<file path="src/sv/pisl_pkg.sv">
// ----------------------------------------------------------------------------
// pisl_pkg
// Shared types and constants for the PI speed loop with anti-windup.
// ----------------------------------------------------------------------------
package pisl_pkg;

    localparam int CFG_INDEX_W = 4;
    localparam int CFG_DATA_W  = 16;
    localparam int INTEG_W     = 48;
    localparam int ERR_W       = 17;
    localparam int PROD_W      = 33;
    localparam int SUM_W       = 49;

    typedef enum logic [CFG_INDEX_W-1:0] {
        REG_SETPOINT   = 4'd0,
        REG_PROP_GAIN  = 4'd1,
        REG_INTEG_GAIN = 4'd2,
        REG_DUTY_LIMIT = 4'd3
    } cfg_reg_t;

    typedef enum logic [1:0] {
        CS_NONE  = 2'd0,
        CS_HIGH  = 2'd1,
        CS_LOW   = 2'd2,
        CS_FAULT = 2'd3
    } clamp_state_t;

    localparam logic signed [15:0] SETPOINT_RST   = 16'sd0;
    localparam logic        [15:0] PROP_GAIN_RST  = 16'd512;
    localparam logic        [15:0] INTEG_GAIN_RST = 16'd2621;
    localparam logic        [14:0] DUTY_LIMIT_RST = 15'd1000;

    typedef struct packed {
        logic signed [15:0] speed_target;
        logic        [15:0] prop_gain;
        logic        [15:0] integ_gain;
        logic        [14:0] duty_limit;
    } cfg_t;

    typedef struct packed {
        logic                     fault;
        logic signed [ERR_W-1:0]  err;
        logic signed [PROD_W-1:0] p_prod;
        logic signed [PROD_W-1:0] i_prod;
    } prod_t;

endpackage

</file>
<file path="src/sv/pisl_out_if.sv">
// ----------------------------------------------------------------------------
// pisl_out_if
// Result channel: drive duty and clamp state.
// ----------------------------------------------------------------------------
interface pisl_out_if;
    logic               valid;
    logic               ready;
    logic signed [15:0] duty;
    logic        [1:0]  clamp_state;

    modport source (output valid, output duty, output clamp_state, input ready);
    modport sink   (input valid, input duty, input clamp_state, output ready);
endinterface

</file>
<file path="src/sv/pisl_integ_clamp.sv">
// ----------------------------------------------------------------------------
// pisl_integ_clamp
// Integrator update with conditional integration, output clamp and
// result register.
// ----------------------------------------------------------------------------
module pisl_integ_clamp (
    input  logic            clk,
    input  logic            rst_n,
    input  logic            prod_valid,
    output logic            prod_ready,
    input  pisl_pkg::prod_t prod_word,
    input  pisl_pkg::cfg_t  cfg,
    pisl_out_if.source      result
);
    import pisl_pkg::*;

    localparam logic signed [SUM_W-1:0] INTEG_MAX = {2'b00, {(INTEG_W-1){1'b1}}};
    localparam logic signed [SUM_W-1:0] INTEG_MIN = {2'b11, {(INTEG_W-1){1'b0}}};
    localparam logic signed [SUM_W-1:0] FRAC_BIAS = 49'sd65535;

    logic signed [INTEG_W-1:0] integ_reg;
    logic signed [INTEG_W-1:0] integ_next;
    logic                      res_valid_reg;
    logic signed [15:0]        duty_reg;
    logic signed [15:0]        duty_next;
    clamp_state_t              cs_reg;
    clamp_state_t              cs_next;
    logic                      fire;
    logic signed [SUM_W-1:0]   tent_raw;
    logic signed [SUM_W-1:0]   tent;
    logic signed [SUM_W-1:0]   p_q16;
    logic signed [SUM_W-1:0]   sum;
    logic signed [SUM_W-1:0]   lim;
    logic signed [SUM_W-1:0]   biased;
    logic                      high;
    logic                      low;
    logic                      err_pos;
    logic                      err_neg;
    logic signed [15:0]        lim16;

    assign prod_ready         = !res_valid_reg || result.ready;
    assign fire               = prod_valid && prod_ready;
    assign result.valid       = res_valid_reg;
    assign result.duty        = duty_reg;
    assign result.clamp_state = cs_reg;

    always_comb
    begin
        tent_raw = {integ_reg[INTEG_W-1], integ_reg}
                 + {{(SUM_W-PROD_W){prod_word.i_prod[PROD_W-1]}}, prod_word.i_prod};
        if (tent_raw > INTEG_MAX)
            tent = INTEG_MAX;
        else if (tent_raw < INTEG_MIN)
            tent = INTEG_MIN;
        else
            tent = tent_raw;
        p_q16  = {{(SUM_W-PROD_W-8){prod_word.p_prod[PROD_W-1]}}, prod_word.p_prod, 8'b0};
        sum    = p_q16 + tent;
        lim    = {{(SUM_W-31){1'b0}}, cfg.duty_limit, 16'b0};
        high   = sum > lim;
        low    = sum < -lim;
        biased = sum + (sum[SUM_W-1] ? FRAC_BIAS : '0);
        lim16  = {1'b0, cfg.duty_limit};
        err_pos = !prod_word.err[ERR_W-1] && (prod_word.err != '0);
        err_neg = prod_word.err[ERR_W-1];

        if (prod_word.fault)
        begin
            duty_next  = '0;
            cs_next    = CS_FAULT;
            integ_next = '0;
        end
        else
        begin
            if (high)
            begin
                duty_next = lim16;
                cs_next   = CS_HIGH;
            end
            else if (low)
            begin
                duty_next = -lim16;
                cs_next   = CS_LOW;
            end
            else
            begin
                duty_next = biased[31:16];
                cs_next   = CS_NONE;
            end
            if ((high && err_pos) || (low && err_neg))
                integ_next = integ_reg;
            else
                integ_next = tent[INTEG_W-1:0];
        end
    end

    always_ff @(posedge clk or negedge rst_n)
    begin
        if (!rst_n)
        begin
            res_valid_reg <= 1'b0;
            integ_reg     <= '0;
        end
        else
        begin
            if (prod_ready)
            begin
                res_valid_reg <= prod_valid;
            end
            if (fire)
            begin
                integ_reg <= integ_next;
            end
        end
    end

    always_ff @(posedge clk)
    begin
        if (fire)
        begin
            duty_reg <= duty_next;
            cs_reg   <= cs_next;
        end
    end

    a_fault_clears: assert property (@(posedge clk) disable iff (!rst_n)
        fire && prod_word.fault |=> integ_reg == '0)
        else $error("integrator not cleared after fault word");

    a_integ_idle: assert property (@(posedge clk) disable iff (!rst_n)
        !fire |=> $stable(integ_reg))
        else $error("integrator moved without a word");

    a_high_rail: assert property (@(posedge clk) disable iff (!rst_n)
        res_valid_reg && cs_reg == CS_HIGH |-> duty_reg == $signed({1'b0, cfg.duty_limit}))
        else $error("high clamp duty differs from limit");

    a_fault_duty: assert property (@(posedge clk) disable iff (!rst_n)
        res_valid_reg && cs_reg == CS_FAULT |-> duty_reg == '0)
        else $error("faulted word carries nonzero duty");

endmodule

</file>
<file path="src/flat_wrapper.sv">
// flat-port wrapper written by rule: the top's interface ports become plain ports
module pisl_integ_clamp_flat import pisl_pkg::*;
  (clk, rst_n, prod_valid, prod_ready, prod_word, cfg, result_valid, result_duty, result_clamp_state, result_ready);
  pisl_out_if result_i ();
  input  logic clk;
  input  logic rst_n;
  input  logic prod_valid;
  output logic prod_ready;
  input  pisl_pkg::prod_t prod_word;
  input  pisl_pkg::cfg_t cfg;
  output wire logic [$bits(result_i.valid)-1:0] result_valid;
  output wire logic [$bits(result_i.duty)-1:0] result_duty;
  output wire logic [$bits(result_i.clamp_state)-1:0] result_clamp_state;
  input wire logic [$bits(result_i.ready)-1:0] result_ready;
  assign result_valid = result_i.valid;
  assign result_duty = result_i.duty;
  assign result_clamp_state = result_i.clamp_state;
  assign result_i.ready = result_ready;
  pisl_integ_clamp u_core (.clk(clk), .rst_n(rst_n), .prod_valid(prod_valid), .prod_ready(prod_ready), .prod_word(prod_word), .cfg(cfg), .result(result_i));
endmodule
</file>
<file path="config.mk">
export PLATFORM = sky130hd
export DESIGN_NAME = pisl_integ_clamp_flat
export DESIGN_NICKNAME = d
export VERILOG_FILES = /design/src/sv/pisl_pkg.sv /design/src/sv/pisl_out_if.sv /design/src/sv/pisl_integ_clamp.sv /design/src/flat_wrapper.sv
export SDC_FILE = /design/constraint.sdc
export NUM_CORES = 1
export LEC_CHECK = 0
export ABC_CLOCK_PERIOD_IN_PS = 13600
export BUFFER_PORTS_ARGS = -buffer_cell sky130_fd_sc_hd__buf_4
export CAP_MARGIN = 25
export CORE_UTILIZATION = 40
export DETAILED_ROUTE_END_ITERATION = 12
export PLACE_DENSITY_LB_ADDON = 0.1
export SYNTH_ARGS = -nofsm -noshare
export SYNTH_HDL_FRONTEND = slang
export SYNTH_SLANG_ARGS = --single-unit
</file>
<file path="constraint.sdc">
create_clock -name clk -period 13.6 [get_ports clk]
set_input_delay 2.04 -clock clk [delete_from_list [all_inputs] [get_ports clk]]
set_output_delay 2.04 -clock clk [all_outputs]
set_load 0.01 [all_outputs]
</file>
# [After elaboration in Yosys (flattened, before gate mapping)]
# Cells that the tools add are included.
[op_classes] addsub=5 order_cmp=4 n_eq_ne=1 n_mux=9 n_reduce_logical=11
[ops] operator="2-to-1 mux 49 bit" n=2
[ops] operator="2-to-1 mux 48 bit" n=2
[ops] operator="adder 41 x 49 -> 49 bit" n=1
[ops] operator="adder 48 x 33 -> 49 bit" n=1
[ops] operator="> comparator 49 x 32 -> 1 bit" n=1
[ops] operator="> comparator 49 x 48 -> 1 bit, second input constant" n=1
[ops] operator="less-than comparator 49 x 48 -> 1 bit, second input constant" n=1
[ops] operator="less-than comparator 49 bit" n=1
[ops] operator="negation 31 -> 49 bit" n=1
[ops] operator="adder 32 bit" n=1
[ops] operator="2-to-1 mux 16 bit" n=2
[ops] operator="nonzero test 17 bit" n=1
[ops] operator="negation 15 -> 16 bit" n=1
[ops] operator="2-to-1 mux 15 bit" n=1
[ops] operator="logical AND 1 bit" n=4
[ops] operator="2-to-1 mux 2 bit" n=2
[ops] operator="logical NOT 1 bit" n=2
[ops] operator="logical OR 1 bit" n=2
[ops] operator="!= test 2 bit, second input constant" n=1
[ops] operator="AND reduction 2 bit" n=1
[ops] operator="OR reduction 2 bit" n=1
[word_totals] regBits=67 in_bits=151 word_cells=36

# [Logic depth before layout (Yosys ltp)]
# Gate-level depths: netlist of run 1.
[logic_depth] ltp_word=10 mapped_depth=38 ltp_nobuf=35

# [Worst setup path before layout of run 1]
# OpenSTA, ideal clock, no wires.
[synth_timing] kind="input -> register" from="input prod_word[22] (netlist bit)" to="register u_core.duty_reg[14], in the netlist u_core.result.duty[14], data pin" setup_ps=256 arrival_ps=9264 path_slack_ps=4081 path_stages=33 n_path_buf=3 cell_sequence="ha_1 a21o_1 o21bai_1 a22o_1 o211a_1 o41a_1 buf_4 xnor2_1 nand2_1 clkbuf_1 clkbuf_1 o21ai_0 ha_1 fa_1 a211oi_1 o21ai_1 o211ai_1 nand4b_1 a31oi_1 xnor2_1 xnor2_4 ha_1 nand3_1 nor2_1 nand4_1 nor2_1 nor4b_1 nor3b_1 nand4_4 a2111oi_4 and3_1 o311ai_1 o211a_1"
[synth_via] elab_chain_len=9 elab_cells_between_ends=12
[synth_rtl] element="start: declaration" line_no="flat_wrapper.sv:9" source="input pisl_pkg::prod_t prod_word;"
[synth_rtl] element="adder 48 x 33 -> 49 bit *" line_no="pisl_integ_clamp.sv:50" source="+ {{(SUM_W-PROD_W){prod_word.i_prod[PROD_W-1]}}, prod_word.i_prod};"
[synth_rtl] element="less-than comparator 49 x 48 -> 1 bit" line_no="pisl_integ_clamp.sv:53" source="else if (tent_raw < INTEG_MIN)"
[synth_rtl] element="2-to-1 mux 49 bit" line_no="pisl_integ_clamp.sv:53"
[synth_rtl] element="2-to-1 mux 49 bit *" line_no="pisl_integ_clamp.sv:51" source="if (tent_raw > INTEG_MAX)"
[synth_rtl] element="adder 41 x 49 -> 49 bit *" line_no="pisl_integ_clamp.sv:58" source="sum = p_q16 + tent;"
[synth_rtl] element="2-to-1 mux 16 bit" line_no="pisl_integ_clamp.sv:62" source="biased = sum + (sum[SUM_W-1] ? FRAC_BIAS : '0);"
[synth_rtl] element="adder 32 bit" line_no="pisl_integ_clamp.sv:62"
[synth_rtl] element="2-to-1 mux 16 bit" line_no="pisl_integ_clamp.sv:80" source="else if (low)"
[synth_rtl] element="2-to-1 mux 15 bit *" line_no="pisl_integ_clamp.sv:75" source="if (high)"
[synth_rtl] element="end signal: assignment" line_no="pisl_integ_clamp.sv:121" source="duty_reg <= duty_next;"
[synth_rtl] element="end: declaration" line_no="pisl_integ_clamp.sv:24" source="logic signed [15:0] duty_reg;"
# Mark *: on every way between the ends. The rest lies on a longest branch, timed or not.
# A chain may end at the register's enable or synchronous reset.

# [Final worst setup path of run 1]
[layout_timing] from="input prod_word[32] (netlist bit)" to="register u_core.duty_reg[13], in the netlist u_core.result.duty[13], data pin"
# The elaborated chain is that of the path after synthesis.

==> results of run 1 <==
-- path summary, 6_finish.rpt --
check                                                       from                              endpoint  slack, ns  depth (start not counted)
worst max register to register  u_core.integ_reg[33]$_DFFE_PN0P_  u_core.result.duty[13]$_SDFFCE_PP0P_       3.95                         30
max in group asynchronous                                  rst_n      u_core.integ_reg[44]$_DFFE_PN0P_      11.39                          1
worst max-delay path                               prod_word[32]  u_core.result.duty[13]$_SDFFCE_PP0P_       2.44                         31
worst min-delay path            u_core.integ_reg[35]$_DFFE_PN0P_      u_core.integ_reg[35]$_DFFE_PN0P_       0.51                          1
min in group asynchronous                                  rst_n      u_core.integ_reg[12]$_DFFE_PN0P_       1.73                          1
worst min register to register  u_core.integ_reg[35]$_DFFE_PN0P_      u_core.integ_reg[35]$_DFFE_PN0P_       0.51                          1
-- metrics by stage --
| stage | hold slack, ns | utilization, % | area [um^2] |
|---|---|---|---|
| after global routing | 0.530 | 46.7 | 12300 |
| after CTS | 0.515 | 46.7 | 12300 |
| after detailed placement | 0.498 | 45.4 | 12000 |
| final | 0.513 | 46.7 | 12300 |
| after global placement | 0.492 | 45.4 | 12000 |
| after floorplan | 0.477 | - | 10900 |
-- area by class of cell --
cell class | instances | share of cell area (%)
clock buffer | 11 | 2.15
timing repair buffer | 132 | 8.05
tap | 335 | 3.41
inverter | 66 | 2.01
multi-input combinational | 1193 | 69.5
clock inverter | 5 | 0.519
sequential | 67 | 14.4
-- synthesized netlist by cell type (all sizes together) (15+ instances only) --
| library cell | instances | share of area [%] |
|---|---|---|
| nand4 | 41 | 2.5 |
| nor3 | 34 | 1.7 |
| ha | 151 | 17 |
| nor4 | 18 | 1.2 |
| edfxtp | 18 | 5.0 |
| a31oi | 19 | 1.1 |
| o21bai | 21 | 1.5 |
| a211oi | 24 | 1.8 |
| a21o | 47 | 3.3 |
| xnor2 | 64 | 5.3 |
| nor2 | 75 | 2.6 |
| o21a | 22 | 1.5 |
| buf | 25 | 1.5 |
| xor2 | 36 | 2.9 |
| inv | 66 | 2.3 |
| a21oi | 153 | 7.3 |
| nand2 | 112 | 3.9 |
| o211ai | 15 | 1.0 |
| a22o | 49 | 4.0 |
| dfrtp | 49 | 11 |
| nand3 | 28 | 1.3 |
| o21ai | 108 | 5.0 |
| clkbuf | 33 | 1.2 |
-- metal layers --
metal  GRT usage [%]  wire length, um
met5               0                0
met4            6.52              701
met1            36.1            17200
met2            38.9            15300
met3            3.16             1560
-- cells by family (layout without fill, tap and decap cells) --
family                   after synthesis  count (layout)
buffers and inverters                124             214
flip-flops                            67              67
AND/OR/NAND/NOR                      391             391
AO/OA/AOI/OAI                        542             542
adder cells (fa/ha/maj)              158             158
multiplexers                           2               2
XOR/XNOR                             100             100
-- worst max-delay path, delay by kind of cell --
family                     cells  cell delay (ns)
xor gates and xnor gates       1             0.41
and+or+nand+nor               10             2.74
buffers and inverters          2             0.49
adders and majority gates      4             1.40
AOI/OAI and AO/OA             14             4.11
==> results.cfg, run 1 <==
[sta]
rsz0062_at_grt = no
timing.slew.headroom_pct = 34.9
slew_violations = 0
final.period_utilization_pct = 82.1
timing.setup.tns_ns = 0
max_freq_mhz = 89.6
setup_viol = 0
final-hold-violation-count = 0
layout_setup_ws_ns = 2.44
finalClockSkew_ns = 0.0204
fin_crit_ns = 11.16
max_slew.worst_pin.slew_ns = 0.968

[synthesis]
ys_async_sr_fraction_pct = 73.1
yosys.area_share.simple_pct = 18.4
netlist_area_um2 = 10900
yosys_register_bits = 67
synth-compound-area-share_pct = 33.7
synthFlopType = dfrtp_1
synth.net_count = 1688
synthCells = 1384
synth_xor_xnor_area_share_pct = 8.24
synth.distinct_cells = 90
yosysSeqAreaShare_pct = 16.3
synth_fa_ha_area_share_pct = 18.2
avgSynthCellArea_um2 = 7.84
synth.area.mux_share_pct = 0.185
synth-edff-count = 18
synth_warnings = 0
synth_top_family_by_area = compound AO/OA/AOI/OAI gates

[routing]
drt_pass1_iterations = 5
drt_wl_total_um = 34800
drtIter0Drc = 885
viasPerCell = 6.01
drc = 0
route.vias.total = 10900
postRouteAntennaNets = 0
wire_per_inst_um = 19.2

[final_layout]
regArea_um2 = 1770
final_net_count = 1773
final_cell_mix = 151 x ha_1, 148 x a21oi_1, 132 x buf_4
largest_register_ffs = 48
diodes = 0
final_common_cell = ha_1
multiInputGateArea_um2 = 8550
instances_no_fill = 1809
nFillCells = 2700
syn2layout_area_growth_pct = 13.4
drive_above_1_share_pct = 12.3

[setup_path]
cp_max_fo = 29
required_ns = 13.70
startpoint_type = input port
critPathKind = in2reg
crit_path_end_kind = flop
slowest_stage = o31ai_1
cpPeakStageDelay_ns = 0.79
worst_ep_arrival_time_ns = 11.26

[floorplan]
fp.dieW_um = 167
num_rows = 59
start_util_pct = 41.2
ios = 171
fp.coreArea_um2 = 26400
die_area_um2 = 27800
die_y_um = 167

[clocking]
clkTransAtPathRegs_ns = 0.07
clock_path_buffers = 2
clock-sinks = 67
clock-root-buffer = clkbuf_16
h-tree-depth = 3
cts.repair.resized = 0
clk_latency_ns = 0.36
numCtsBuffers = 9
cts_hold_buf = 0
cts_tree = done
post-cts-setup-buffers = 0

[run]
maxCapViolCount = 0

[placed_design]
dp_cells = 1793
port_buffers = 122
gp_congestion = 0.934
dp_slack_ns = 2.25
dp_hpwl_um = 27800

[global_routing]
grt_overflow = 0
antenna_found_initial = 0
grt_max_degree = 50
grt_first_pass_wirelength_um = 55500
grt_pass1_vias = 10300
grt.total_usage_pct = 25.0

[outcome]
status = completed

[min_path]
hold_path.class = reg2reg
Power of run 1 is left out: the tool's default activity adds up to more than one toggle a clock period on the data nets, which glitch-free logic cannot reach.
==> run 2: changes to the inputs <==
Settings changed: ABC_CLOCK_PERIOD_IN_PS 13600 to 9250.
Clock period 13.6 ns to 9.25 ns, I/O delays scaled along.
==> run 2 against run 1 <==
  * Sequential cell count did not move
  * Utilization increased by 10 points
  * Design area rose by 22%
==> results.cfg, run 2 (synthesized netlist as in run 1, its figures left out) <==
[clocking]
clkTransAtPathRegs_ns = 0.07
numCtsBuffers = 9
clock-root-buffer = clkbuf_16
h-tree-depth = 3
clock-sinks = 67
cts_tree = done
clock_path_buffers = 2
clk_latency_ns = 0.35
cts_hold_buf = 0

[setup_path]
required_ns = 9.53
critPathKind = in2reg
cpPeakStageDelay_ns = 0.47
startpoint_type = input port
crit_buf_inv = 5
crit_family = compound AO/OA/AOI/OAI gates
crit_path_end_kind = flop
cpMostUsedCell = a21o_1
slowest_stage = o41ai_4
cp_max_fo = 17
worst_ep_arrival_time_ns = 9.21

[routing]
viasPerCell = 5.66
wire_per_inst_um = 17.4
postRouteAntennaNets = 0
drt_wl_total_um = 37200
drc = 0
drtIter0Drc = 775
route.vias.total = 12100
drt_pass1_iterations = 6

[sta]
max_slew.worst_pin.slew_ns = 0.701
timing.slew.headroom_pct = 53.3
slew_violations = 0
max_freq_mhz = 112
final-hold-violation-count = 0
fin_crit_ns = 8.93
final.period_utilization_pct = 96.5
finalClockSkew_ns = 0.0152
setup_viol = 0
rsz0062_at_grt = yes

[floorplan]
fp.dieW_um = 167
num_rows = 59
ios = 171
start_util_pct = 41.2
die_y_um = 167
die_area_um2 = 27800
fp.coreArea_um2 = 26400

[final_layout]
final_common_cell = buf_4
final_cell_mix = 451 x buf_4, 151 x ha_1, 147 x a21oi_1
largest_register_ffs = 48
nFillCells = 2565
final_net_count = 2103
syn2layout_area_growth_pct = 38.1
multiInputGateArea_um2 = 8670
diodes = 0
stdcell_area_um2 = 15000
regArea_um2 = 1770
drive_above_1_share_pct = 29.4

[placed_design]
gp_congestion = 0.930
placed_area_um2 = 14500
dp_hpwl_um = 31000
port_buffers = 122

[global_routing]
grt_pass1_vias = 11700
antenna_found_initial = 0
grt.total_usage_pct = 26.8
grt_max_degree = 50
grt_first_pass_wirelength_um = 60100
grt_overflow = 0

[min_path]
hold_path.class = reg2reg

[outcome]
status = completed

[run]
maxCapViolCount = 0
run 2: what timing repair did:
| action | 4_1_cts | 5_1_grt |
|---|---|---|
| gates resized for setup | 1 | 37 |
| buffers inserted | 1 | 3 |
| endpoints found under the setup margin | 1 | 66 |
| pin swaps | 1 | 4 |
run 2: layout make-up:
type / count / area share (%)
Sequential cell: 67 / 11.8
Clock inverter: 6 / 0.443
Multi-Input combinational cell: 1193 / 57.9
Clock buffer: 9 / 1.50
Inverter: 66 / 1.65
Tap cell: 335 / 2.80
Timing Repair Buffer: 462 / 23.9
run 2: worst paths after layout:
check / to / startpoint / cells past startpoint / slack [ns]
worst min-delay path: u_core.integ_reg[13]$_DFFE_PN0P_ / u_core.integ_reg[13]$_DFFE_PN0P_ / 1 / 0.51
worst min register to register: u_core.integ_reg[13]$_DFFE_PN0P_ / u_core.integ_reg[13]$_DFFE_PN0P_ / 1 / 0.51
worst max-delay path: u_core.integ_reg[15]$_DFFE_PN0P_ / prod_word[32] / 33 / 0.32
worst max register to register: u_core.integ_reg[15]$_DFFE_PN0P_ / u_core.integ_reg[3]$_DFFE_PN0P_ / 32 / 1.10
max in group asynchronous: u_core.integ_reg[47]$_DFFE_PN0P_ / rst_n / 1 / 7.70
min in group asynchronous: u_core.integ_reg[10]$_DFFE_PN0P_ / rst_n / 1 / 1.09
run 2: routing by layer:
metal  wire length [um]  global-route usage (%)
met2              17000                    44.5
met4                567                    6.04
met1              17800                    37.4
met3               1790                    2.64
met5                  0                       0
run 2: worst register-to-register path, delay by kind of cell, from the launching register on:
family          cells  cell delay (ns)
buf+inv             4             0.73
compound gates     14             3.27
flops               1             0.39
fa+ha+maj           3             1.14
xor+xnor            2             0.25
simple gates        9             2.30
run 2: through the flow:
step                      setup TNS [ns]  util, %  instances  setup WS [ns]  hold slack (ns)
after floorplan                        0        -       1384          0.383            0.477
after global placement             -6.16     55.1       2119         -0.230            0.495
after detailed placement          -10.99     55.1       2119         -0.281            0.496
after CTS                              0     56.3       2135         0.0154            0.517
after global routing                   0     56.8       2138        0.00373            0.519
final                                  0     56.8       2138          0.323            0.513
Power of run 2 is left out for the same reason.
