===== config.mk =====
export PLATFORM = sky130hd
export DESIGN_NAME = pisl_cfg_regs_flat
export DESIGN_NICKNAME = d
export VERILOG_FILES = /design/src/sv/pisl_pkg.sv /design/src/sv/pisl_cfg_if.sv /design/src/sv/pisl_cfg_regs.sv /design/src/flat_wrapper.sv
export SDC_FILE = /design/constraint.sdc
export NUM_CORES = 1
export LEC_CHECK = 0
export BUFFER_PORTS_ARGS = -buffer_cell sky130_fd_sc_hd__buf_2
export CORE_ASPECT_RATIO = 0.5
export CORE_MARGIN = 10
export CORE_UTILIZATION = 53
export DETAILED_ROUTE_END_ITERATION = 6
export PLACE_DENSITY = 0.9
export SYNTH_ARGS = -nofsm -noshare
export SYNTH_HDL_FRONTEND = slang
export SYNTH_SLANG_ARGS = --single-unit

===== constraint.sdc =====
create_clock -name clk -period 1.1 [get_ports clk]
set_input_delay 0.11 -clock clk [delete_from_list [all_inputs] [get_ports clk]]
set_output_delay 0.11 -clock clk [all_outputs]
set_load 0.005 [all_outputs]

===== src/sv/pisl_pkg.sv =====
// ----------------------------------------------------------------------------
// pisl_pkg
// Shared types and constants for the PI speed loop with anti-windup.
// ----------------------------------------------------------------------------
package pisl_pkg;

    localparam int CFG_INDEX_W = 4;
    localparam int CFG_DATA_W  = 16;
    localparam int INTEG_W     = 48;
    localparam int ERR_W       = 17;
    localparam int PROD_W      = 33;
    localparam int SUM_W       = 49;

    typedef enum logic [CFG_INDEX_W-1:0] {
        REG_SETPOINT   = 4'd0,
        REG_PROP_GAIN  = 4'd1,
        REG_INTEG_GAIN = 4'd2,
        REG_DUTY_LIMIT = 4'd3
    } cfg_reg_t;

    typedef enum logic [1:0] {
        CS_NONE  = 2'd0,
        CS_HIGH  = 2'd1,
        CS_LOW   = 2'd2,
        CS_FAULT = 2'd3
    } clamp_state_t;

    localparam logic signed [15:0] SETPOINT_RST   = 16'sd0;
    localparam logic        [15:0] PROP_GAIN_RST  = 16'd512;
    localparam logic        [15:0] INTEG_GAIN_RST = 16'd2621;
    localparam logic        [14:0] DUTY_LIMIT_RST = 15'd1000;

    typedef struct packed {
        logic signed [15:0] speed_target;
        logic        [15:0] prop_gain;
        logic        [15:0] integ_gain;
        logic        [14:0] duty_limit;
    } cfg_t;

    typedef struct packed {
        logic                     fault;
        logic signed [ERR_W-1:0]  err;
        logic signed [PROD_W-1:0] p_prod;
        logic signed [PROD_W-1:0] i_prod;
    } prod_t;

endpackage


===== src/sv/pisl_cfg_if.sv =====
// ----------------------------------------------------------------------------
// pisl_cfg_if
// Configuration write channel: register index and write data.
// ----------------------------------------------------------------------------
interface pisl_cfg_if;
    logic                               valid;
    logic                               ready;
    logic [pisl_pkg::CFG_INDEX_W-1:0]   index;
    logic [pisl_pkg::CFG_DATA_W-1:0]    data;

    modport source (output valid, output index, output data, input ready);
    modport sink   (input valid, input index, input data, output ready);
endinterface


===== src/sv/pisl_cfg_regs.sv =====
// ----------------------------------------------------------------------------
// pisl_cfg_regs
// Configuration register file: setpoint, gains and duty limit.
// ----------------------------------------------------------------------------
module pisl_cfg_regs (
    input  logic            clk,
    input  logic            rst_n,
    pisl_cfg_if.sink        cfg_wr,
    output pisl_pkg::cfg_t  cfg
);
    import pisl_pkg::*;

    cfg_t cfg_reg;
    cfg_t cfg_next;

    assign cfg_wr.ready = 1'b1;
    assign cfg          = cfg_reg;

    always_comb
    begin
        cfg_next = cfg_reg;
        if (cfg_wr.valid)
        begin
            unique case (cfg_wr.index)
                REG_SETPOINT:   cfg_next.speed_target = $signed(cfg_wr.data);
                REG_PROP_GAIN:  cfg_next.prop_gain    = cfg_wr.data;
                REG_INTEG_GAIN: cfg_next.integ_gain   = cfg_wr.data;
                REG_DUTY_LIMIT: cfg_next.duty_limit   = cfg_wr.data[14:0];
                default:        cfg_next = cfg_reg;
            endcase
        end
    end

    always_ff @(posedge clk or negedge rst_n)
    begin
        if (!rst_n)
        begin
            cfg_reg.speed_target <= SETPOINT_RST;
            cfg_reg.prop_gain    <= PROP_GAIN_RST;
            cfg_reg.integ_gain   <= INTEG_GAIN_RST;
            cfg_reg.duty_limit   <= DUTY_LIMIT_RST;
        end
        else
        begin
            cfg_reg <= cfg_next;
        end
    end

endmodule


===== src/flat_wrapper.sv =====
// flat-port wrapper written by rule: the top's interface ports become plain ports
module pisl_cfg_regs_flat import pisl_pkg::*;
  (clk, rst_n, cfg, cfg_wr_valid, cfg_wr_index, cfg_wr_data, cfg_wr_ready);
  pisl_cfg_if cfg_wr_i ();
  input  logic clk;
  input  logic rst_n;
  output pisl_pkg::cfg_t cfg;
  input wire logic [$bits(cfg_wr_i.valid)-1:0] cfg_wr_valid;
  input wire logic [$bits(cfg_wr_i.index)-1:0] cfg_wr_index;
  input wire logic [$bits(cfg_wr_i.data)-1:0] cfg_wr_data;
  output wire logic [$bits(cfg_wr_i.ready)-1:0] cfg_wr_ready;
  assign cfg_wr_i.valid = cfg_wr_valid;
  assign cfg_wr_i.index = cfg_wr_index;
  assign cfg_wr_i.data = cfg_wr_data;
  assign cfg_wr_ready = cfg_wr_i.ready;
  pisl_cfg_regs u_core (.clk(clk), .rst_n(rst_n), .cfg_wr(cfg_wr_i), .cfg(cfg));
endmodule

After elaboration in Yosys (flattened, before gate mapping)
Index checks and enable logic that the tools add are counted.
{"block": "classes", "n_eq_ne": 3, "n_reduce_logical": 5}
{"operator": "4-bit by 2-bit equality test with 1-bit output, second input constant", "n": 2}
{"operator": "2-bit AND reduction", "n": 4}
{"operator": "4-bit by 1-bit equality test with 1-bit output, second input constant", "n": 1}
{"operator": "4-bit zero test", "n": 1}
{"block": "word_totals", "word_cells": 12, "reg_bits": 63, "input_bits": 23, "output_inout_bits": 64}

Depth between registers and ports, before layout
Gate-level depths: netlist of the first run.
{"block": "depth", "depth_word": 2, "mapped_depth": 5, "depth_no_buf": 3}

Worst setup path after synthesis of the first run
Ideal clock, no wire load.
{"block": "synth_timing", "path_type": "input to register", "from": "in cfg_wr_index[1]", "to": "reg u_core.cfg_reg (netlist bit u_core.cfg[0])", "path_slack_ps": -94, "t_arrival_ps": 1069, "required_ps": 975, "path_stages": 4, "setup_time_ps": 125, "n_path_buf": 1, "path_cell_list": "nand2_1 -> nor4b_4 -> buf_6 -> mux2_2"}
{"block": "synth_between", "elab_chain_cells": 2}
{"item": "start: declaration", "line_no": "flat_wrapper.sv:9", "rtl": "input wire logic [$bits(cfg_wr_i.index)-1:0] cfg_wr_index;"}
{"item": "4-bit by 2-bit equality test with 1-bit output", "line_no": "pisl_cfg_regs.sv:24", "rtl": "unique case (cfg_wr.index)"}
{"item": "2-bit AND reduction (no line)"}
{"item": "end signal: assignment", "line_no": "pisl_cfg_regs.sv:45", "rtl": "cfg_reg <= cfg_next;"}
{"item": "end: declaration", "line_no": "pisl_cfg_regs.sv:13", "rtl": "cfg_t cfg_reg;"}
Every way passes these cells.
A chain may end at the register's enable or synchronous reset.

Worst setup path after layout of the first run
{"block": "layout_timing", "from": "reg u_core.cfg_reg (netlist bit u_core.cfg[8])", "to": "out cfg[8] (netlist name)"}
{"item": "end: declaration", "line_no": "flat_wrapper.sv:7", "rtl": "output pisl_pkg::cfg_t cfg;"}
No word-level cell between the ends.

==> run summary, run 1 <==
number of distinct library cells after synthesis - 14
final hold violations - 0
Tmin final - 1.10 ns
area of the die - 7980 µm²
CP endpoint kind - output pin
placed wire-length estimate - 4630 µm
gr usage total - 17.1%
CTS clk-pin slew, worst paths - 0.08 ns
switching power - 1850 µW
Setup WS post-layout - -0.00252 ns
failing checks - setup timing
fraction of layout cells with a size suffix above 1 - 78.7%
kind of critical path - reg -> out
worst skew pair latency - 0.34 ns
H-tree depth - 3
initial core utilization - 55.7%
Area contributors post-synth - dfrtp_1 49%, mux2_2 24%, dfstp_2 15%
Cell Area, Synth - 2480 µm²
CP Max Fanout - 2
sequential area share after synthesis - 64.3%
WL/cell - 20.6 µm
Pleak - 0.00170 µW
DP Area - 3070 µm²
unrepaired setup endpoints after global routing - true
WL final - 6400 µm
grt ovf - 0
#FFs+latches synth - 63
nets@finish - 271
Final Non-Filler Cells - 310
initial DRC count - 39
final hold slack - 0.0409 ns
Net Sw Frac - 25.2%
CP delay by family, top - flip-flops
clock group share of total power - 33.3%
Clock Tree Buf Depth - 2
vias in the first global route - 1894
Die X - 117 µm
Seq pwr share - 44.5%
DRC - 0
core area - 4450 µm²
startpoint types - register
I/O pins - 87
CTS root buf - clkbuf_8
largest net degree at the start of global routing - 40
PortBufs - 85
Worst Skew - 0 ns
max reg flops - 63
worst hold start - cfg_wr_data[5]
VDD IR-drop max - 1.73 mV
status - finished with violations
Placed Cells - 289
CTS tree - done
critical path data required time - 0.99 ns
Cell Chain, Critical Path - buf_6
P&R area growth vs syn - 38.5%
Max stage delay on crit path - 0.56 ns
Syn Nets - 164
final instance area - 3430 µm²
CP Buf/Inv Count - 1
CTS Buf Count - 9
syn_area_per_cell - 17.6 µm²
Int Pwr - 5470 µW
combinational share of power - 22.1%
Num Clock Sinks - 63
Post-DRT Antenna Nets - 0
f_max - 907 MHz
Vias - 1612
Setup violations, final - 3
Final Cycle Share - 100%
Synth top area share - 49.5%
routability congestion estimate - 0.810
Yosys warning count - 0
r2r startpoint - u_core.cfg[26]$_DFFE_PN1P_
power per cell area - 2130 nW/µm²
first-pass GRT wire length - 10000 µm
number of vias per cell - 5.20
antenna cells - 0
fin. max-slew vios - 0
CP arrival - 0.99 ns
First-pass DRT Iterations - 4
initial antenna violation count - 0
MaxCap Viol Count - 0
die height - 68.3 µm
worst hold path class - in -> reg
CP max-delay cell - dfstp_2
Synth area leader - dfrtp_1
Post-Syn Instances - 141
start point of the critical path - u_core.cfg[8]$_DFFE_PN1P_
row count - 17
## layout by cell type (no fill, tap or decap)
cell and instances:
and2b_1 2, clkbuf_8 9, mux2_4 11, dfstp_2 14, clkinv_4 3, buf_12 4, nand2_4 1, dlygate4sd3_1 1
nor2_1 1, bufinv_16 3, nand3_2 1, buf_4 12, nor4b_4 1, buf_2 73, mux2_2 52, nand2_2 1
buf_6 12, dfrtp_1 49, nor3_4 1, clkinv_2 1, conb_1 1
## stage by stage
stage,setup TNS (ns),utilization [%],worst slack [ns],total power (µW)
final,-0.00362,77.2,-0.00252,7320
after global routing,-0.418,77.2,-0.0438,7680
after CTS,-0.104,76.6,-0.0226,7350
after detailed placement,-6.76,69.1,-0.158,4740
after global placement,-4.24,69.1,-0.120,4630
after floorplan,-0.658,-,-0.0648,3850
## kinds of logic after synthesis
group | count (synthesis) | synth area share (%)
buffers and inverters | 6 | 2.42
multiplexers | 63 | 30.2
other | 1 | 0.151
flip-flops | 63 | 64.3
AND/OR/NAND/NOR | 8 | 2.93
## Yosys cell counts (all sizes together)
cell type	number
nor3	1
nand3	1
nor2	1
buf	6
mux2	63
dfstp	14
and2b	2
conb	1
nand2	2
dfrtp	49
nor4b	1
## power by group through the flow
stage / sequential, µW / combinational [µW] / clock [µW]
after floorplan: 3280 / 564 / 0
after global placement: 3210 / 1420 / 0
after detailed placement: 3250 / 1480 / 0
after CTS: 3240 / 1620 / 2490
after global routing: 3320 / 1760 / 2600
final: 3260 / 1620 / 2440
## final timing paths
kind / end / slack (ns) / cells after the start
min in group asynchronous: u_core.cfg[62]$_DFFE_PN0P_ / 0.22 / 2
max in group asynchronous: u_core.cfg[9]$_DFFE_PN1P_ / 0.31 / 3
min reg2reg: u_core.cfg[59]$_DFFE_PN0P_ / 0.50 / 1
min: u_core.cfg[20]$_DFFE_PN1P_ / 0.04 / 2
max reg2reg: u_core.cfg[26]$_DFFE_PN1P_ / 0.15 / 3
max: cfg[8] / -0.003 / 1
## layout make-up
type / count / area [µm²]
multi-input cells: 72 / 841
fillers: 269 / 1010
clock buffers: 9 / 124
clock inverters: 7 / 121
repair buffers: 102 / 681
well taps: 57 / 71.3
flip-flops and latches: 63 / 1590
## timing repair
| item | in CTS | in global routing |
|---|---|---|
| setup endpoints to repair | 12 | 14 |
| hold endpoints to repair | 51 | 0 |
| gates cloned | 0 | 0 |
| resized for setup | 10 | 2 |
| hold buffers | 1 | 0 |
| buffers inserted | 2 | 2 |
## layer usage
layer	part of all wire (%)	track usage (%)	up-vias
met2	56	32.5	55
met4	3.3	8.87	0
met1	35	15.8	826
met5	0	0	-
met3	5.6	7.07	21
li1	-	-	710
Power figures use the tool's default switching activity.
==> inputs of run 2 (changes only) <==
Settings changed: ABC_AREA from default to 1, CORE_UTILIZATION 53 to 54, SKIP_LAST_GASP from default to 1.
==> run summary, run 2 <==
final hold slack - 0.0396 ns (-0.00123 ns)
Post-CTS Repair Setup Buffers - 0 (-2)
Pleak - 0.00191 µW (+13%)
nets@finish - 395 (+46%)
CTS root buf - clkbuf_8
Post-synth top flop - dfrtp_1
max reg flops - 63 (unchanged)
gr usage total - 19.1% (+2.1 points)
Yosys warning count - 0 (unchanged)
Num Clock Sinks - 63 (unchanged)
WL/cell - 19.1 µm (-7.5%)
CTS tree - done
f_max - 898 MHz (-0.96%)
CTS Buf Count - 9 (unchanged)
Die X - 120 µm (+2.5%)
total power - 6900 µW (-5.7%)
status - finished with violations
Async S/R FF share, synth - 100% (unchanged)
area of the multi-input gates - 945 µm² (+12%)
unrepaired setup endpoints after global routing - true
final hold violations - 0 (unchanged)
H-tree depth - 3 (unchanged)
Placed Cells - 426 (+47%)
Cell Area, Synth - 2680 µm² (+8.1%)
commonest non-fill, non-tap cell in the layout - nand2_1
#FFs+latches synth - 63 (unchanged)
First-pass DRT Iterations - 5 (+1)
Synth area leader - dfrtp_1
most frequent cells in the layout - 127 x nand2_1, 72 x buf_2, 63 x nand4_1
die height - 69.8 µm (+2.1%)
Final Cycle Share - 101% (+0.97 points)
largest net degree at the start of global routing - 33 (-18%)
Setup violations, final - 1 (-2)
worst hold path class - in -> reg
P&R area growth vs syn - 31.2%
Tmin final - 1.11 ns (+0.0107 ns)
initial DRC count - 303 (+680%)
PortBufs - 85 (unchanged)
Layout fillers - 307 (+14%)
storage element area - 1590 µm² (unchanged)
initial core utilization - 58.3% (+2.6 points)
MaxCap Viol Count - 0 (unchanged)
Syn Nets - 311 (+90%)
combinational share of power - 21.3% (-0.8 points)
Post-DRT Antenna Nets - 0 (unchanged)
Cell Chain, Critical Path - buf_6
Final Non-Filler Cells - 443 (+43%)
final instance area - 3510 µm² (+2.4%)
top-count cell post-synth - nand2_1
DRC - 0 (unchanged)
Max stage delay on crit path - 0.56 ns (about the same)
VDD IR-drop max - 0.881 mV (-49%)
power per cell area - 1960 nW/µm² (-7.9%)
area of the die - 8350 µm² (+4.7%)
Int Pwr - 4950 µW (-9.5%)
DP Area - 3200 µm² (+4.1%)
CTS clk-pin slew, worst paths - 0.07 ns (about the same)
I/O pins - 87 (unchanged)
Worst Skew - 0 ns (unchanged)
CP Buf/Inv Count - 1 (unchanged)
routability congestion estimate - 0.887 (+9.4%)
row count - 17 (unchanged)
Clock Tree Buf Depth - 2 (unchanged)
EDFF count, synth - 0 (unchanged)
CP endpoint kind - output pin
number of vias per cell - 5.84 (+12%)
initial antenna violation count - 0 (unchanged)
sequential area share after synthesis - 59.5% (-4.8 points)
startpoint types - register
vias in the first global route - 2481 (+31%)
worst skew pair latency - 0.34 ns (about the same)
switching power - 1940 µW (+5.3%)
placed wire-length estimate - 5500 µm (+19%)
core area - 4590 µm² (+3.3%)
number of distinct library cells after synthesis - 15 (+1)
WL final - 8460 µm (+32%)
grt ovf - 0 (unchanged)
Setup WS post-layout - -0.0132 ns (-0.0107 ns)
CP delay by family, top - flip-flops
Seq pwr share - 45.9% (+1.4 points)
fin. max-slew vios - 0 (unchanged)
CP max-delay cell - dfstp_2
CP Max Fanout - 2 (unchanged)
CP arrival - 1.00 ns (about the same)
Net Sw Frac - 28.2% (+3.0 points)
antenna cells - 0 (unchanged)
fraction of layout cells with a size suffix above 1 - 35.3% (-43 points)
Vias - 2587 (+60%)
critical path data required time - 0.99 ns (about the same)
Synth top area share - 45.8% (-3.7 points)
first-pass GRT wire length - 13000 µm (+30%)
most instantiated cells after synthesis - 127 x nand2_1, 63 x nand4_1, 49 x dfrtp_1
kind of critical path - reg -> out
Area contributors post-synth - dfrtp_1 46%, nand2_1 18%, nand4_1 15%
clock group share of total power - 32.8% (-0.5 points)
syn_area_per_cell - 9.30 µm² (-47%)
failing checks - setup timing
Post-Syn Instances - 288 (+100%)
## run 2: cell count changes in the layout (fill, tap and decap cells not counted), sizes merged, moves of 2 or more
cell    before  now
nand2        2  127
mux2        63    0
nand4        0   63
buf        101   97
clkbuf       9   13
clkinv       4    1
inv          0    3
nand3        1    4
and2b        2    0
## run 2: worst register-to-register path: stages, from the launching register on
cell	delay, ns
dfstp_2	0.55
nand2_1	0.06
nand2_1	0.09
## run 2: cells by family (layout without fill, tap and decap cells)
group | count (synthesis) | in the layout | synth area share [%]
other | 1 | 1 | 0.140
DFF | 63 | 63 | 59.5
buffers and inverters | 28 | 117 | 5.23
and+or+nand+nor | 196 | 196 | 35.1
## run 2: final cells by class
class	count	area share (%)
sequential	63	45.4
multi-input combinational	197	26.9
timing repair buffer	98	18.7
clock buffer	13	4.52
tap	66	2.35
clock inverter	3	1.85
inverter	3	0.321
## run 2: worst paths after layout
check	startpoint	to	slack [ns]	cells past startpoint
setup / recovery	u_core.cfg[15]$_DFFE_PN1P_	cfg[15]	-0.01	1
hold / removal	cfg_wr_data[0]	u_core.cfg[15]$_DFFE_PN1P_	0.04	3
setup reg to reg	u_core.cfg[26]$_DFFE_PN1P_	u_core.cfg[26]$_DFFE_PN1P_	0.35	2
hold reg to reg	u_core.cfg[46]$_DFFE_PN0P_	u_core.cfg[46]$_DFFE_PN0P_	0.47	2
max in group asynchronous	rst_n	u_core.cfg[40]$_DFFE_PN1P_	0.38	3
min in group asynchronous	rst_n	u_core.cfg[32]$_DFFE_PN0P_	0.19	2
## run 2: power groups by stage
stage	Clock (µW)	Combinational (µW)	Sequential, µW
final	2260	1470	3170
after global routing	2410	1630	3220
after CTS	2260	1380	3130
after detailed placement	0	1340	3150
after global placement	0	1290	3140
after floorplan	0	486	3190
## run 2: what timing repair did
item | 4_1_cts | 5_1_grt
resized for setup | 1 | 12
endpoints found under the hold margin | 52 | 0
hold buffers | 1 | 0
endpoints found under the setup margin | 2 | 13
pin swaps | 0 | 0
## run 2: metal layers
layer / up-vias / GRT usage [%] / part of all wire, %
li1: 1148 / - / -
met1: 1235 / 22.3 / 37
met2: 170 / 30.5 / 48
met3: 34 / 7.04 / 11
met4: 0 / 9.61 / 3.4
met5: - / 0 / 0
## run 2: per-stage QoR
stage / worst slack [ns] / utilization (%) / TNS [ns]
global route: -0.0365 / 76.5 / -0.195
floorplan: 0.208 / - / 0
finish: -0.0132 / 76.5 / -0.0132
CTS: -0.0169 / 74.8 / -0.0169
global placement: 0.00382 / 69.6 / 0
detailed placement: -0.0846 / 69.6 / -1.51
==> inputs of run 3 (changes only) <==
Settings changed: CORE_ASPECT_RATIO 0.5 to default, TNS_END_PERCENT from default to 20.
==> run summary, run 3 (synthesis gave the netlist of run 2 again) <==
routability congestion estimate - 0.895 (+0.91%)
gr usage total - 18.6% (-0.56 points)
CP delay by family, top - flip-flops
DRC - 0 (unchanged)
fin. max-slew vios - 0 (unchanged)
CP Max Fanout - 2 (unchanged)
Layout fillers - 370 (+21%)
CP max-delay cell - dfstp_2
first-pass GRT wire length - 12400 µm (-4.3%)
MaxCap Viol Count - 0 (unchanged)
CTS Buf Count - 9 (unchanged)
status - completed
CTS clk-pin slew, worst paths - 0.07 ns (about the same)
Clock Tree Buf Depth - 2 (unchanged)
First-pass DRT Iterations - 4 (-1)
Worst Skew - 0 ns (unchanged)
Vias - 2455 (-5.1%)
critical path data required time - 0.99 ns (about the same)
Pleak - 0.00190 µW (-0.38%)
worst hold path class - in -> reg
I/O pins - 87 (unchanged)
Post-DRT Antenna Nets - 0 (unchanged)
CTS root buf - clkbuf_8
max reg flops - 63 (unchanged)
grt ovf - 0 (unchanged)
antenna cells - 0 (unchanged)
startpoint types - register
Num Clock Sinks - 63 (unchanged)
CP Buf/Inv Count - 1 (unchanged)
CTS tree - done
Cell Chain, Critical Path - buf_6
largest net degree at the start of global routing - 64 (+94%)
nets@finish - 400 (+1.3%)
commonest non-fill, non-tap cell in the layout - nand2_1
H-tree depth - 3 (unchanged)
Max stage delay on crit path - 0.55 ns (about the same)
Placed Cells - 431 (+1.2%)
most frequent cells in the layout - 127 x nand2_1, 82 x buf_2, 63 x nand4_1
Tmin final - 1.10 ns (-0.0159 ns)
area of the die - 8180 µm² (-2.1%)
f_max - 911 MHz (+1.4%)
row count - 25 (+8)
fraction of layout cells with a size suffix above 1 - 36.4% (+1.1 points)
power per cell area - 1900 nW/µm² (-3.2%)
initial antenna violation count - 0 (unchanged)
vias in the first global route - 2467 (-0.56%)
total power - 6530 µW (-5.3%)
die height - 90.4 µm (+30%)
worst skew pair latency - 0.33 ns (about the same)
placed wire-length estimate - 5550 µm (+0.85%)
initial core utilization - 56.3% (-2.0 points)
WL/cell - 16.6 µm (-13%)
WL final - 7450 µm (-12%)
CP endpoint kind - output pin
setup tns final - 0 ns (+0.0132 ns)
core area - 4750 µm² (+3.5%)
unrepaired setup endpoints after global routing - true
Final Non-Filler Cells - 449 (+1.4%)
Setup violations, final - 0 (-1)
final hold violations - 0 (unchanged)
Final Cycle Share - 99.8% (-1.4 points)
PortBufs - 85 (unchanged)
CP arrival - 0.99 ns (about the same)
P&R area growth vs syn - 28.3%
initial DRC count - 173 (-43%)
kind of critical path - reg -> out
VDD IR-drop max - 1.28 mV (+45%)
Die X - 90.4 µm (-24%)
number of vias per cell - 5.47 (-6.4%)
run 3: cell types whose count changed in the layout (fill, tap and decap cells not counted):
cell	delta
buf_12	-3
buf_2	+10
buf_4	+8
buf_6	-10
bufinv_16	-1
clkbuf_1	-1
clkbuf_8	+1
clkinv_2	+1
run 3: through the flow:
stage	util, %	setup WS (ns)	hold WS, ns	area, µm²
final	72.3	0.00267	0.0380	3440
after global routing	72.3	-0.0297	0.0309	3440
after CTS	72.0	-0.00626	0.0239	3420
after detailed placement	67.1	-0.0846	0.144	3190
after global placement	67.1	0.0110	0.143	3190
after floorplan	-	0.208	-0.186	2680
run 3: metal layers:
layer | share of wire (%) | vias up | GRT usage [%]
met1 | 39 | 1163 | 21.7
met3 | 9.8 | 18 | 7.73
li1 | - | 1156 | -
met5 | 0 | - | 0
met4 | 2.8 | 0 | 8.75
met2 | 48 | 118 | 29.1
run 3: worst paths after layout:
kind / to / start / slack (ns) / depth (start not counted)
min: u_core.cfg[5]$_DFFE_PN1P_ / cfg_wr_data[5] / 0.04 / 3
max: cfg[5] / u_core.cfg[5]$_DFFE_PN1P_ / 0.003 / 1
min in group asynchronous: u_core.cfg[59]$_DFFE_PN0P_ / rst_n / 0.32 / 3
max in group asynchronous: u_core.cfg[15]$_DFFE_PN1P_ / rst_n / 0.47 / 3
max reg2reg: u_core.cfg[40]$_DFFE_PN1P_ / u_core.cfg[40]$_DFFE_PN1P_ / 0.29 / 3
min reg2reg: u_core.cfg[3]$_DFFE_PN1P_ / u_core.cfg[3]$_DFFE_PN1P_ / 0.46 / 2
run 3: area by class of cell:
cell class | instances | area [µm²] | area share, %
inverter | 3 | 11.3 | 0.328
timing repair buffer | 103 | 594 | 17.3
multi-input combinational | 197 | 945 | 27.5
sequential | 63 | 1590 | 46.4
clock inverter | 3 | 40.0 | 1.16
tap | 67 | 83.8 | 2.44
clock buffer | 13 | 169 | 4.91
run 3: repair_timing:
item / CTS / global route
endpoints found under the hold margin: 49 / 0
gates resized for setup: 1 / 2
setup endpoints to repair: 8 / 14
hold buffers: 1 / 0
setup buffers: 1 / 0
run 3: where the power goes:
part           total [µW]  leakage (µW)  internal, µW  switching [µW]
clock network        2080      0.000109          1230             850
logic                1330       0.00103           602             729
registers            3130      0.000769          2870             261
total                6530       0.00190          4690            1840
